**src/sv/tdg_pkg.sv**
```systemverilog
// ----------------------------------------------------------------------------
// tdg_pkg
// Shared types, register codes and constants of the thermal derate guard.
// ----------------------------------------------------------------------------
package tdg_pkg;

    // field widths
    localparam int TEMP_W    = 12;
    localparam int TICK_W    = 16;
    localparam int RATIO_W   = 16;
    localparam int LIMIT_W   = 16;
    localparam int COUNT_W   = 8;
    localparam int WARM_W    = 2;
    localparam int KIND_W    = 2;
    localparam int CFG_IDX_W = 3;
    localparam int CFG_DAT_W = 16;

    // divider geometry: numerator is a 12 bit difference shifted up by 15
    localparam int Q15_SHIFT = 15;
    localparam int DEN_W     = TEMP_W;
    localparam int NUM_W     = DEN_W + Q15_SHIFT;
    localparam int DIV_CNT_W = $clog2(NUM_W);

    // register reset values
    localparam logic signed [TEMP_W-1:0] FAULT_TEMP_RST  = 12'sd1000;
    localparam logic signed [TEMP_W-1:0] DERATE_TEMP_RST = 12'sd800;
    localparam logic [RATIO_W-1:0]       MIN_RATIO_RST   = 16'd6554;
    localparam logic [LIMIT_W-1:0]       FULL_LIMIT_RST  = 16'd10000;
    localparam logic [COUNT_W-1:0]       SENSOR_CONF_RST = 8'd10;
    localparam logic [COUNT_W-1:0]       OVT_CONF_RST    = 8'd10;
    localparam logic [TICK_W-1:0]        SETTLE_RST      = 16'd1000;

    localparam logic [COUNT_W-1:0] COUNT_MAX = '1;
    localparam logic [LIMIT_W-1:0] LIMIT_MAX = '1;

    // configuration register indexes
    typedef enum logic [CFG_IDX_W-1:0] {
        CFG_FAULT_TEMP  = 3'd0,
        CFG_DERATE_TEMP = 3'd1,
        CFG_MIN_RATIO   = 3'd2,
        CFG_FULL_LIMIT  = 3'd3,
        CFG_SENSOR_CONF = 3'd4,
        CFG_OVT_CONF    = 3'd5,
        CFG_SETTLE      = 3'd6
    } cfg_idx_t;

    // fault kinds reported with a result
    typedef enum logic [KIND_W-1:0] {
        FAULT_NONE     = 2'd0,
        FAULT_SENSOR   = 2'd1,
        FAULT_OVERTEMP = 2'd2
    } fault_kind_t;

    // sequencer states
    typedef enum logic [2:0] {
        ST_IDLE,
        ST_EVAL,
        ST_DIV,
        ST_MUL,
        ST_DONE
    } tdg_state_t;

    // control between sequencer and divider
    typedef struct packed {
        logic start;
    } div_ctl_t;

    typedef struct packed {
        logic busy;
        logic done;
    } div_sts_t;

    // saturating counter increment
    function automatic logic [COUNT_W-1:0] sat_inc(input logic [COUNT_W-1:0] c);
        logic [COUNT_W-1:0] r;
        r = (c == COUNT_MAX) ? COUNT_MAX : c + COUNT_W'(1);
        return r;
    endfunction

endpackage

```
**src/sv/tdg_in_if.sv**
```systemverilog
// ----------------------------------------------------------------------------
// tdg_in_if
// Sample channel: one temperature item per handshake.
// ----------------------------------------------------------------------------
interface tdg_in_if;
    logic                                 valid;
    logic                                 ready;
    logic                                 channel;
    logic                                 sample_valid;
    logic signed [tdg_pkg::TEMP_W-1:0]    temperature_dc;
    logic [tdg_pkg::TICK_W-1:0]           elapsed_ticks;

    modport source (
        output valid, channel, sample_valid, temperature_dc, elapsed_ticks,
        input  ready
    );

    modport sink (
        input  valid, channel, sample_valid, temperature_dc, elapsed_ticks,
        output ready
    );
endinterface

```
**src/sv/tdg_out_if.sv**
```systemverilog
// ----------------------------------------------------------------------------
// tdg_out_if
// Result channel: one limit or fault item per handshake.
// ----------------------------------------------------------------------------
interface tdg_out_if;
    logic                             valid;
    logic                             ready;
    logic                             out_channel;
    logic                             limit_update;
    logic [tdg_pkg::LIMIT_W-1:0]      current_limit_ma;
    logic                             fault_enter;
    logic [tdg_pkg::KIND_W-1:0]       fault_kind;

    modport source (
        output valid, out_channel, limit_update, current_limit_ma, fault_enter,
               fault_kind,
        input  ready
    );

    modport sink (
        input  valid, out_channel, limit_update, current_limit_ma, fault_enter,
               fault_kind,
        output ready
    );
endinterface

```
**src/sv/thermal_derate_guard_unit.sv**
```systemverilog
// ----------------------------------------------------------------------------
// thermal_derate_guard_unit
// Per-channel temperature guard with sensor and overtemperature fault
// confirmation and linear current derating.
// ----------------------------------------------------------------------------
// sequence: accept, evaluate, output register, when no derating is needed;
//   with derating, the divider (27 steps) and the multiply state come between
// one item at a time: the next enters once a result is in the output register;
//   a finished result waits in the output register while the next item enters
// reset: counters cleared, registers at defaults, no result pending
module thermal_derate_guard_unit #(
    parameter int NUM_CHANNELS   = 2,
    parameter int WARMUP_SAMPLES = 3
) (
    input  logic                            clk,
    input  logic                            rst_n,
    tdg_in_if.sink                          smp,
    tdg_out_if.source                       res,
    input  logic                            cfg_we,
    input  logic [tdg_pkg::CFG_IDX_W-1:0]   cfg_index,
    input  logic [tdg_pkg::CFG_DAT_W-1:0]   cfg_data
);
    import tdg_pkg::*;

    // configuration registers
    logic signed [TEMP_W-1:0] fault_temp_reg;
    logic signed [TEMP_W-1:0] derate_temp_reg;
    logic [RATIO_W-1:0]       min_ratio_reg;
    logic [LIMIT_W-1:0]       full_limit_reg;
    logic [COUNT_W-1:0]       sensor_conf_reg;
    logic [COUNT_W-1:0]       ovt_conf_reg;
    logic [TICK_W-1:0]        settle_reg;

    // sequencer and captured item
    tdg_state_t               state_reg, state_next;
    logic                     ch_reg, ch_next;
    logic                     sv_reg, sv_next;
    logic signed [TEMP_W-1:0] temp_reg, temp_next;
    logic [TICK_W-1:0]        ticks_reg, ticks_next;

    // per-channel state
    logic [WARM_W-1:0]        warm_reg [NUM_CHANNELS];
    logic [COUNT_W-1:0]       inv_reg  [NUM_CHANNELS];
    logic [COUNT_W-1:0]       ovt_reg  [NUM_CHANNELS];
    logic [WARM_W-1:0]        cur_warm, new_warm;
    logic [COUNT_W-1:0]       cur_inv, new_inv;
    logic [COUNT_W-1:0]       cur_ovt, new_ovt;
    logic                     ch_wr;
    logic                     ch_present;

    // pending result
    logic                     pend_upd_reg, pend_upd_next;
    logic [LIMIT_W-1:0]       pend_lim_reg, pend_lim_next;
    logic                     pend_flt_reg, pend_flt_next;
    logic [KIND_W-1:0]        pend_kind_reg, pend_kind_next;

    // output register
    logic                     out_valid_reg, out_valid_next;
    logic                     out_ch_reg, out_ch_next;
    logic                     out_upd_reg, out_upd_next;
    logic [LIMIT_W-1:0]       out_lim_reg, out_lim_next;
    logic                     out_flt_reg, out_flt_next;
    logic [KIND_W-1:0]        out_kind_reg, out_kind_next;

    // derate arithmetic
    logic signed [TEMP_W:0]   span_fault_temp;
    logic signed [TEMP_W:0]   span_fault_derate;
    logic                     derate_on;
    div_ctl_t                 div_ctl;
    div_sts_t                 div_sts;
    logic [NUM_W-1:0]         div_quo;
    logic [RATIO_W-1:0]       ratio;
    logic [2*LIMIT_W-1:0]     product;
    logic [LIMIT_W:0]         lim_wide;

    // configuration writes
    always_ff @(posedge clk or negedge rst_n)
    begin
        if (!rst_n)
        begin
            fault_temp_reg  <= FAULT_TEMP_RST;
            derate_temp_reg <= DERATE_TEMP_RST;
            min_ratio_reg   <= MIN_RATIO_RST;
            full_limit_reg  <= FULL_LIMIT_RST;
            sensor_conf_reg <= SENSOR_CONF_RST;
            ovt_conf_reg    <= OVT_CONF_RST;
            settle_reg      <= SETTLE_RST;
        end
        else if (cfg_we)
        begin
            unique case (cfg_index)
                CFG_FAULT_TEMP:  fault_temp_reg  <= cfg_data[TEMP_W-1:0];
                CFG_DERATE_TEMP: derate_temp_reg <= cfg_data[TEMP_W-1:0];
                CFG_MIN_RATIO:   min_ratio_reg   <= cfg_data[RATIO_W-1:0];
                CFG_FULL_LIMIT:  full_limit_reg  <= cfg_data[LIMIT_W-1:0];
                CFG_SENSOR_CONF: sensor_conf_reg <= cfg_data[COUNT_W-1:0];
                CFG_OVT_CONF:    ovt_conf_reg    <= cfg_data[COUNT_W-1:0];
                CFG_SETTLE:      settle_reg      <= cfg_data[TICK_W-1:0];
                default:         ;
            endcase
        end
    end

    // read the addressed channel's counters
    always_comb
    begin
        cur_warm = '0;
        cur_inv  = '0;
        cur_ovt  = '0;
        for (int i = 0; i < NUM_CHANNELS; i++)
        begin
            if (int'(ch_reg) == i)
            begin
                cur_warm = warm_reg[i];
                cur_inv  = inv_reg[i];
                cur_ovt  = ovt_reg[i];
            end
        end
    end

    assign ch_present = int'(ch_reg) < NUM_CHANNELS;

    // derate window and ratio operands
    assign span_fault_temp   = {fault_temp_reg[TEMP_W-1], fault_temp_reg}
                             - {temp_reg[TEMP_W-1], temp_reg};
    assign span_fault_derate = {fault_temp_reg[TEMP_W-1], fault_temp_reg}
                             - {derate_temp_reg[TEMP_W-1], derate_temp_reg};
    assign derate_on = (temp_reg >= derate_temp_reg)
                    && (fault_temp_reg > derate_temp_reg);

    // clamp ratio and scale the full limit
    assign ratio    = (div_quo[RATIO_W-1:0] < min_ratio_reg) ? min_ratio_reg
                                                             : div_quo[RATIO_W-1:0];
    assign product  = full_limit_reg * ratio;
    assign lim_wide = product[2*LIMIT_W-1:Q15_SHIFT];

    tdg_div u_div (
        .clk   (clk),
        .rst_n (rst_n),
        .ctl   (div_ctl),
        .num   ({span_fault_temp[DEN_W-1:0], {Q15_SHIFT{1'b0}}}),
        .den   (span_fault_derate[DEN_W-1:0]),
        .sts   (div_sts),
        .quo   (div_quo)
    );

    // sequencer: next state, counter updates and result assembly
    always_comb
    begin
        state_next     = state_reg;
        ch_next        = ch_reg;
        sv_next        = sv_reg;
        temp_next      = temp_reg;
        ticks_next     = ticks_reg;
        new_warm       = cur_warm;
        new_inv        = cur_inv;
        new_ovt        = cur_ovt;
        ch_wr          = 1'b0;
        pend_upd_next  = pend_upd_reg;
        pend_lim_next  = pend_lim_reg;
        pend_flt_next  = pend_flt_reg;
        pend_kind_next = pend_kind_reg;
        div_ctl.start  = 1'b0;
        out_ch_next    = out_ch_reg;
        out_upd_next   = out_upd_reg;
        out_lim_next   = out_lim_reg;
        out_flt_next   = out_flt_reg;
        out_kind_next  = out_kind_reg;
        out_valid_next = out_valid_reg && !res.ready;

        unique case (state_reg)
            ST_IDLE:
            begin
                if (smp.valid)
                begin
                    ch_next    = smp.channel;
                    sv_next    = smp.sample_valid;
                    temp_next  = smp.temperature_dc;
                    ticks_next = smp.elapsed_ticks;
                    state_next = ST_EVAL;
                end
            end
            ST_EVAL:
            begin
                pend_upd_next  = 1'b0;
                pend_lim_next  = '0;
                pend_flt_next  = 1'b0;
                pend_kind_next = FAULT_NONE;
                state_next     = ST_DONE;
                if (ch_present)
                begin
                    ch_wr = 1'b1;
                    if (!sv_reg)
                    begin
                        // invalid reading restarts warm-up, counts after settle
                        new_warm = '0;
                        if (ticks_reg >= settle_reg)
                        begin
                            new_inv = sat_inc(cur_inv);
                            if (new_inv >= sensor_conf_reg)
                            begin
                                pend_flt_next  = 1'b1;
                                pend_kind_next = FAULT_SENSOR;
                            end
                        end
                    end
                    else
                    begin
                        new_inv = '0;
                        if (cur_warm < WARM_W'(WARMUP_SAMPLES))
                        begin
                            new_warm = cur_warm + WARM_W'(1);
                        end
                        else if (temp_reg >= fault_temp_reg)
                        begin
                            new_ovt = sat_inc(cur_ovt);
                            if (new_ovt >= ovt_conf_reg)
                            begin
                                pend_flt_next  = 1'b1;
                                pend_kind_next = FAULT_OVERTEMP;
                            end
                        end
                        else
                        begin
                            new_ovt       = '0;
                            pend_upd_next = 1'b1;
                            pend_lim_next = full_limit_reg;
                            if (derate_on)
                            begin
                                div_ctl.start = 1'b1;
                                state_next    = ST_DIV;
                            end
                        end
                    end
                end
            end
            ST_DIV:
            begin
                if (div_sts.done)
                begin
                    state_next = ST_MUL;
                end
            end
            ST_MUL:
            begin
                pend_lim_next = (lim_wide > {1'b0, LIMIT_MAX}) ? LIMIT_MAX
                                                               : lim_wide[LIMIT_W-1:0];
                state_next    = ST_DONE;
            end
            ST_DONE:
            begin
                if (!out_valid_reg || res.ready)
                begin
                    out_valid_next = 1'b1;
                    out_ch_next    = ch_reg;
                    out_upd_next   = pend_upd_reg;
                    out_lim_next   = pend_lim_reg;
                    out_flt_next   = pend_flt_reg;
                    out_kind_next  = pend_kind_reg;
                    state_next     = ST_IDLE;
                end
            end
            default:
            begin
                state_next = ST_IDLE;
            end
        endcase
    end

    // control registers
    always_ff @(posedge clk or negedge rst_n)
    begin
        if (!rst_n)
        begin
            state_reg     <= ST_IDLE;
            out_valid_reg <= 1'b0;
        end
        else
        begin
            state_reg     <= state_next;
            out_valid_reg <= out_valid_next;
        end
    end

    // per-channel counters
    always_ff @(posedge clk or negedge rst_n)
    begin
        if (!rst_n)
        begin
            for (int i = 0; i < NUM_CHANNELS; i++)
            begin
                warm_reg[i] <= '0;
                inv_reg[i]  <= '0;
                ovt_reg[i]  <= '0;
            end
        end
        else
        begin
            for (int i = 0; i < NUM_CHANNELS; i++)
            begin
                if (ch_wr && int'(ch_reg) == i)
                begin
                    warm_reg[i] <= new_warm;
                    inv_reg[i]  <= new_inv;
                    ovt_reg[i]  <= new_ovt;
                end
            end
        end
    end

    // payload registers
    always_ff @(posedge clk)
    begin
        ch_reg        <= ch_next;
        sv_reg        <= sv_next;
        temp_reg      <= temp_next;
        ticks_reg     <= ticks_next;
        pend_upd_reg  <= pend_upd_next;
        pend_lim_reg  <= pend_lim_next;
        pend_flt_reg  <= pend_flt_next;
        pend_kind_reg <= pend_kind_next;
        out_ch_reg    <= out_ch_next;
        out_upd_reg   <= out_upd_next;
        out_lim_reg   <= out_lim_next;
        out_flt_reg   <= out_flt_next;
        out_kind_reg  <= out_kind_next;
    end

    // channel ports
    assign smp.ready            = (state_reg == ST_IDLE);
    assign res.valid            = out_valid_reg;
    assign res.out_channel      = out_ch_reg;
    assign res.limit_update     = out_upd_reg;
    assign res.current_limit_ma = out_lim_reg;
    assign res.fault_enter      = out_flt_reg;
    assign res.fault_kind       = out_kind_reg;

endmodule

```
**src/sv/tdg_div.sv**
```systemverilog
// ----------------------------------------------------------------------------
// tdg_div
// Restoring divider, one quotient bit per cycle, for the derate ratio.
// ----------------------------------------------------------------------------
module tdg_div (
    input  logic                          clk,
    input  logic                          rst_n,
    input  tdg_pkg::div_ctl_t             ctl,
    input  logic [tdg_pkg::NUM_W-1:0]     num,
    input  logic [tdg_pkg::DEN_W-1:0]     den,
    output tdg_pkg::div_sts_t             sts,
    output logic [tdg_pkg::NUM_W-1:0]     quo
);
    import tdg_pkg::*;

    logic                 busy_reg, busy_next;
    logic                 done_reg, done_next;
    logic [DIV_CNT_W-1:0] cnt_reg, cnt_next;
    logic [DEN_W-1:0]     rem_reg, rem_next;
    logic [NUM_W-1:0]     quo_reg, quo_next;
    logic [DEN_W-1:0]     den_reg, den_next;
    logic [DEN_W:0]       trial;

    // one shift and subtract step
    always_comb
    begin
        busy_next = busy_reg;
        done_next = 1'b0;
        cnt_next  = cnt_reg;
        rem_next  = rem_reg;
        quo_next  = quo_reg;
        den_next  = den_reg;
        trial     = {rem_reg, quo_reg[NUM_W-1]};
        if (ctl.start)
        begin
            busy_next = 1'b1;
            cnt_next  = '0;
            rem_next  = '0;
            quo_next  = num;
            den_next  = den;
        end
        else if (busy_reg)
        begin
            if (trial >= {1'b0, den_reg})
            begin
                rem_next = DEN_W'(trial - {1'b0, den_reg});
                quo_next = {quo_reg[NUM_W-2:0], 1'b1};
            end
            else
            begin
                rem_next = trial[DEN_W-1:0];
                quo_next = {quo_reg[NUM_W-2:0], 1'b0};
            end
            cnt_next = cnt_reg + DIV_CNT_W'(1);
            if (cnt_reg == DIV_CNT_W'(NUM_W - 1))
            begin
                busy_next = 1'b0;
                done_next = 1'b1;
            end
        end
    end

    // control registers
    always_ff @(posedge clk or negedge rst_n)
    begin
        if (!rst_n)
        begin
            busy_reg <= 1'b0;
            done_reg <= 1'b0;
            cnt_reg  <= '0;
        end
        else
        begin
            busy_reg <= busy_next;
            done_reg <= done_next;
            cnt_reg  <= cnt_next;
        end
    end

    // datapath registers
    always_ff @(posedge clk)
    begin
        rem_reg <= rem_next;
        quo_reg <= quo_next;
        den_reg <= den_next;
    end

    assign sts.busy = busy_reg;
    assign sts.done = done_reg;
    assign quo      = quo_reg;

endmodule

```
**src/flat_wrapper.sv**
```systemverilog
// flat-port wrapper written by rule: the top's interface ports become plain ports
module thermal_derate_guard_unit_flat import tdg_pkg::*;
#(
    parameter int NUM_CHANNELS   = 2,
    parameter int WARMUP_SAMPLES = 3
)
  (clk, rst_n, cfg_we, cfg_index, cfg_data, smp_valid, smp_channel, smp_sample_valid, smp_temperature_dc, smp_elapsed_ticks, smp_ready, res_valid, res_out_channel, res_limit_update, res_current_limit_ma, res_fault_enter, res_fault_kind, res_ready);
  tdg_in_if smp_i ();
  tdg_out_if res_i ();
  input  logic clk;
  input  logic rst_n;
  input  logic cfg_we;
  input  logic [tdg_pkg::CFG_IDX_W-1:0] cfg_index;
  input  logic [tdg_pkg::CFG_DAT_W-1:0] cfg_data;
  input wire logic [$bits(smp_i.valid)-1:0] smp_valid;
  input wire logic [$bits(smp_i.channel)-1:0] smp_channel;
  input wire logic [$bits(smp_i.sample_valid)-1:0] smp_sample_valid;
  input wire logic [$bits(smp_i.temperature_dc)-1:0] smp_temperature_dc;
  input wire logic [$bits(smp_i.elapsed_ticks)-1:0] smp_elapsed_ticks;
  output wire logic [$bits(smp_i.ready)-1:0] smp_ready;
  output wire logic [$bits(res_i.valid)-1:0] res_valid;
  output wire logic [$bits(res_i.out_channel)-1:0] res_out_channel;
  output wire logic [$bits(res_i.limit_update)-1:0] res_limit_update;
  output wire logic [$bits(res_i.current_limit_ma)-1:0] res_current_limit_ma;
  output wire logic [$bits(res_i.fault_enter)-1:0] res_fault_enter;
  output wire logic [$bits(res_i.fault_kind)-1:0] res_fault_kind;
  input wire logic [$bits(res_i.ready)-1:0] res_ready;
  assign smp_i.valid = smp_valid;
  assign smp_i.channel = smp_channel;
  assign smp_i.sample_valid = smp_sample_valid;
  assign smp_i.temperature_dc = smp_temperature_dc;
  assign smp_i.elapsed_ticks = smp_elapsed_ticks;
  assign smp_ready = smp_i.ready;
  assign res_valid = res_i.valid;
  assign res_out_channel = res_i.out_channel;
  assign res_limit_update = res_i.limit_update;
  assign res_current_limit_ma = res_i.current_limit_ma;
  assign res_fault_enter = res_i.fault_enter;
  assign res_fault_kind = res_i.fault_kind;
  assign res_i.ready = res_ready;
  thermal_derate_guard_unit #(.NUM_CHANNELS(NUM_CHANNELS), .WARMUP_SAMPLES(WARMUP_SAMPLES)) u_core (.clk(clk), .rst_n(rst_n), .smp(smp_i), .res(res_i), .cfg_we(cfg_we), .cfg_index(cfg_index), .cfg_data(cfg_data));
endmodule
```
**config.mk**
```make
export PLATFORM = sky130hd
export DESIGN_NAME = thermal_derate_guard_unit_flat
export DESIGN_NICKNAME = d
export VERILOG_FILES = /design/src/sv/tdg_pkg.sv /design/src/sv/tdg_in_if.sv /design/src/sv/tdg_out_if.sv /design/src/sv/thermal_derate_guard_unit.sv /design/src/sv/tdg_div.sv /design/src/flat_wrapper.sv
export SDC_FILE = /design/constraint.sdc
export NUM_CORES = 1
export LEC_CHECK = 0
export ABC_AREA = 1
export CAP_MARGIN = 20
export CORE_ASPECT_RATIO = 0.75
export CORE_MARGIN = 4
export CORE_UTILIZATION = 45
export DETAILED_ROUTE_END_ITERATION = 7
export DONT_BUFFER_PORTS = 1
export SLEW_MARGIN = 20
export SYNTH_ARGS = -nofsm -noshare
export SYNTH_HDL_FRONTEND = slang
export SYNTH_SLANG_ARGS = --single-unit
export TNS_END_PERCENT = 10
```
**constraint.sdc**
```tcl
create_clock -name clk -period 10.4 [get_ports clk]
set_clock_uncertainty 0.1 [all_clocks]
set_input_delay 1.56 -clock clk [delete_from_list [all_inputs] [get_ports clk]]
set_output_delay 1.56 -clock clk [all_outputs]
set_load 0.05 [all_outputs]
```
==> impl_metrics.json <==
{
  "grt_usage_pct": 23.22,
  "layout_common_cells": "inv_1 (549), nand2_1 (520), nor2_1 (257)",
  "drt_wl_total_um": 61130,
  "cpMostUsedCell": "inv_1",
  "final.setup.tns_ns": 0,
  "rows": 70,
  "vias_per_cell": 5.242,
  "syn_area_sq_um": 22220,
  "drt_first_pass_iters": 7,
  "synthCells": 2692,
  "cp_max_fo": 30,
  "drc": 0,
  "clkTransAtPathRegs_ns": 0.06,
  "status": "completed",
  "synthTopCellsByArea": "fa_1 (18%), edfxtp_1 (13%), dfrtp_1 (12%)",
  "yosysTopAreaCell": "fa_1",
  "slowest_stage": "o21ai_0",
  "crit_required_ns": 10.63,
  "hold_buffers": 0,
  "io_buffers": 0,
  "nets": 3109,
  "insertion_delay_ns": 0.58,
  "fillers": 4687,
  "cts_root_buf": "clkbuf_16",
  "grt_pass1_wl_um": 97660,
  "n_antenna_cell": 0,
  "dp_hpwl_um": 48980,
  "crit_path_end_kind": "flip-flop",
  "cpPeakStageDelay_ns": 0.74,
  "grt_pass1_vias": 17490,
  "clockBufferDepth": 3,
  "antenna_found_initial": 1,
  "start_kind": "flip-flop",
  "drtAntennaViolNets": 0,
  "die_width_um": 264.6,
  "critPathKind": "flip-flop to flip-flop",
  "fin_crit_sh_pct": 85.40,
  "cts_resized": 0,
  "largest_register_ffs": 27,
  "initial_core_util_pct": 45.55,
  "die_h_um": 200.4,
  "drv_cap": 0,
  "cts_setup_buffers": 0,
  "area_growth_pct": 7.264,
  "utilization_pct": 48.86,
  "arrival_ns": 9.11,
  "clock-sinks": 257,
  "period_needed_ns": 8.881,
  "cts_tree": "done",
  "ys_ff_latch": 257,
  "route.vias.total": 17460,
  "die-area_sq_um": 53040,
  "place_congestion": 0.9559,
  "reg2reg_slack_ns": 1.52,
  "grt_max_degree": 136,
  "drive_gt1_share_pct": 5.628,
  "synth_top_area_share_pct": 17.66,
  "fmaxAchievable_ghz": 0.1126,
  "finalMaxSlewViolations": 0,
  "io_pins": 77,
  "hold_path.class": "flip-flop to flip-flop",
  "finalHoldViolCount": 0,
  "ys_warn_count": 0,
  "rsz0062_at_grt": "no",
  "syn_nets": 3142,
  "avgSynthCellArea_sq_um": 8.255,
  "final-setup-viol-count": 0,
  "drt_iter0_drc": 1562,
  "synth_seq_area_share_pct": 30.65,
  "h-tree-depth": 1,
  "ys_types": 57,
  "relSlewSlack_pct": 33.43,
  "wire_per_inst_um": 18.35,
  "layout_commonest_cell": "inv_1",
  "overflow": 0,
  "core_sq_um": 48780,
  "worstMarginPinSlew_ns": 0.9964,
  "cts_buffers": 30
}
[critical path, delay by kind of cell (launching register included)]
kind / cells / cell delay [ns]
DFF: 1 / 0.54
AOI/OAI and AO/OA: 9 / 2.15
and+or+nand+nor: 8 / 1.27
adders and majority gates: 8 / 3.65
buffers and inverters: 9 / 0.93
[worst paths after layout]
path / cells past startpoint / end / from
setup reg to reg: 34 / u_core.pend_lim_reg[13]$_DFFE_PP_ / u_core.min_ratio_reg[11]$_DFFE_PN1P_
hold / removal: 0 / u_core.res.fault_enter$_DFFE_PP_ / u_core.pend_flt_reg$_DFFE_PP_
hold reg to reg: 0 / u_core.res.fault_enter$_DFFE_PP_ / u_core.pend_flt_reg$_DFFE_PP_
min in group asynchronous: 0 / u_core.ovt_reg[13]$_DFFE_PN0P_ / rst_n
setup / recovery: 34 / u_core.pend_lim_reg[13]$_DFFE_PP_ / u_core.min_ratio_reg[11]$_DFFE_PN1P_
max in group asynchronous: 0 / u_core.min_ratio_reg[3]$_DFFE_PN1P_ / rst_n
[layout make-up]
class,instances,area [sq um],area share [%]
Clock buffer,37,787.0,3.302
Sequential cell,257,6810,28.57
Multi-Input combinational cell,1799,13010,54.57
Clock inverter,19,231.5,0.9711
Inverter,559,2098,8.803
Tap cell,648,810.8,3.402
Timing Repair Buffer,12,90.09,0.3780
[synthesized netlist by cell type (all sizes together)]
cell,n
a2111oi,1
o221ai,1
dfrtp,104
a21boi,3
nor3,16
ha,200
dfxtp,27
nand2,535
mux2,6
clkinv,7
xnor2,15
o221a,1
o2111a,1
mux2i,4
xor2,17
nor2,265
o21a,18
nand3,72
nand3b,8
a21oi,153
a211o,1
a21o,3
fa,196
o21ai,222
nor4,2
or2,12
and2,3
a31oi,5
o21bai,2
o22ai,2
and3,2
clkbuf,55
inv,552
dfstp,31
nand4,10
a211oi,4
a32oi,1
edfxtp,95
buf,22
a22oi,1
o211ai,15
o2111ai,2
[per-stage QoR]
stage	hold WS [ns]	instances	cell area, sq um	worst slack, ns
after global routing	0.3061	3331	23840	0.9920
after floorplan	0.3003	2692	22220	2.811
after CTS	0.3059	3331	23830	1.719
after global placement	0.3033	3275	22810	1.924
final	0.3066	3331	23840	1.519
after detailed placement	0.3057	3275	22810	1.725
[cell families after synthesis]
| logic type | share of synthesized area (%) |
|---|---|
| compound gates | 10.78 |
| xor+xnor | 1.261 |
| fa+ha+maj | 28.92 |
| buf+inv | 10.93 |
| flops | 30.65 |
| mux | 0.4842 |
| simple gates | 16.97 |
[routing by layer]
metal | global-route usage, % | up-vias | share of wire [%]
met5 | 0 | - | 0
met4 | 5.016 | 0 | 2.2
met3 | 6.470 | 84 | 9.8
met2 | 33.22 | 620 | 40
met1 | 35.18 | 8393 | 48
li1 | - | 8365 | -
Power is left out: the tool's default activity adds up to more than one toggle a clock period on the data nets, which glitch-free logic cannot reach.
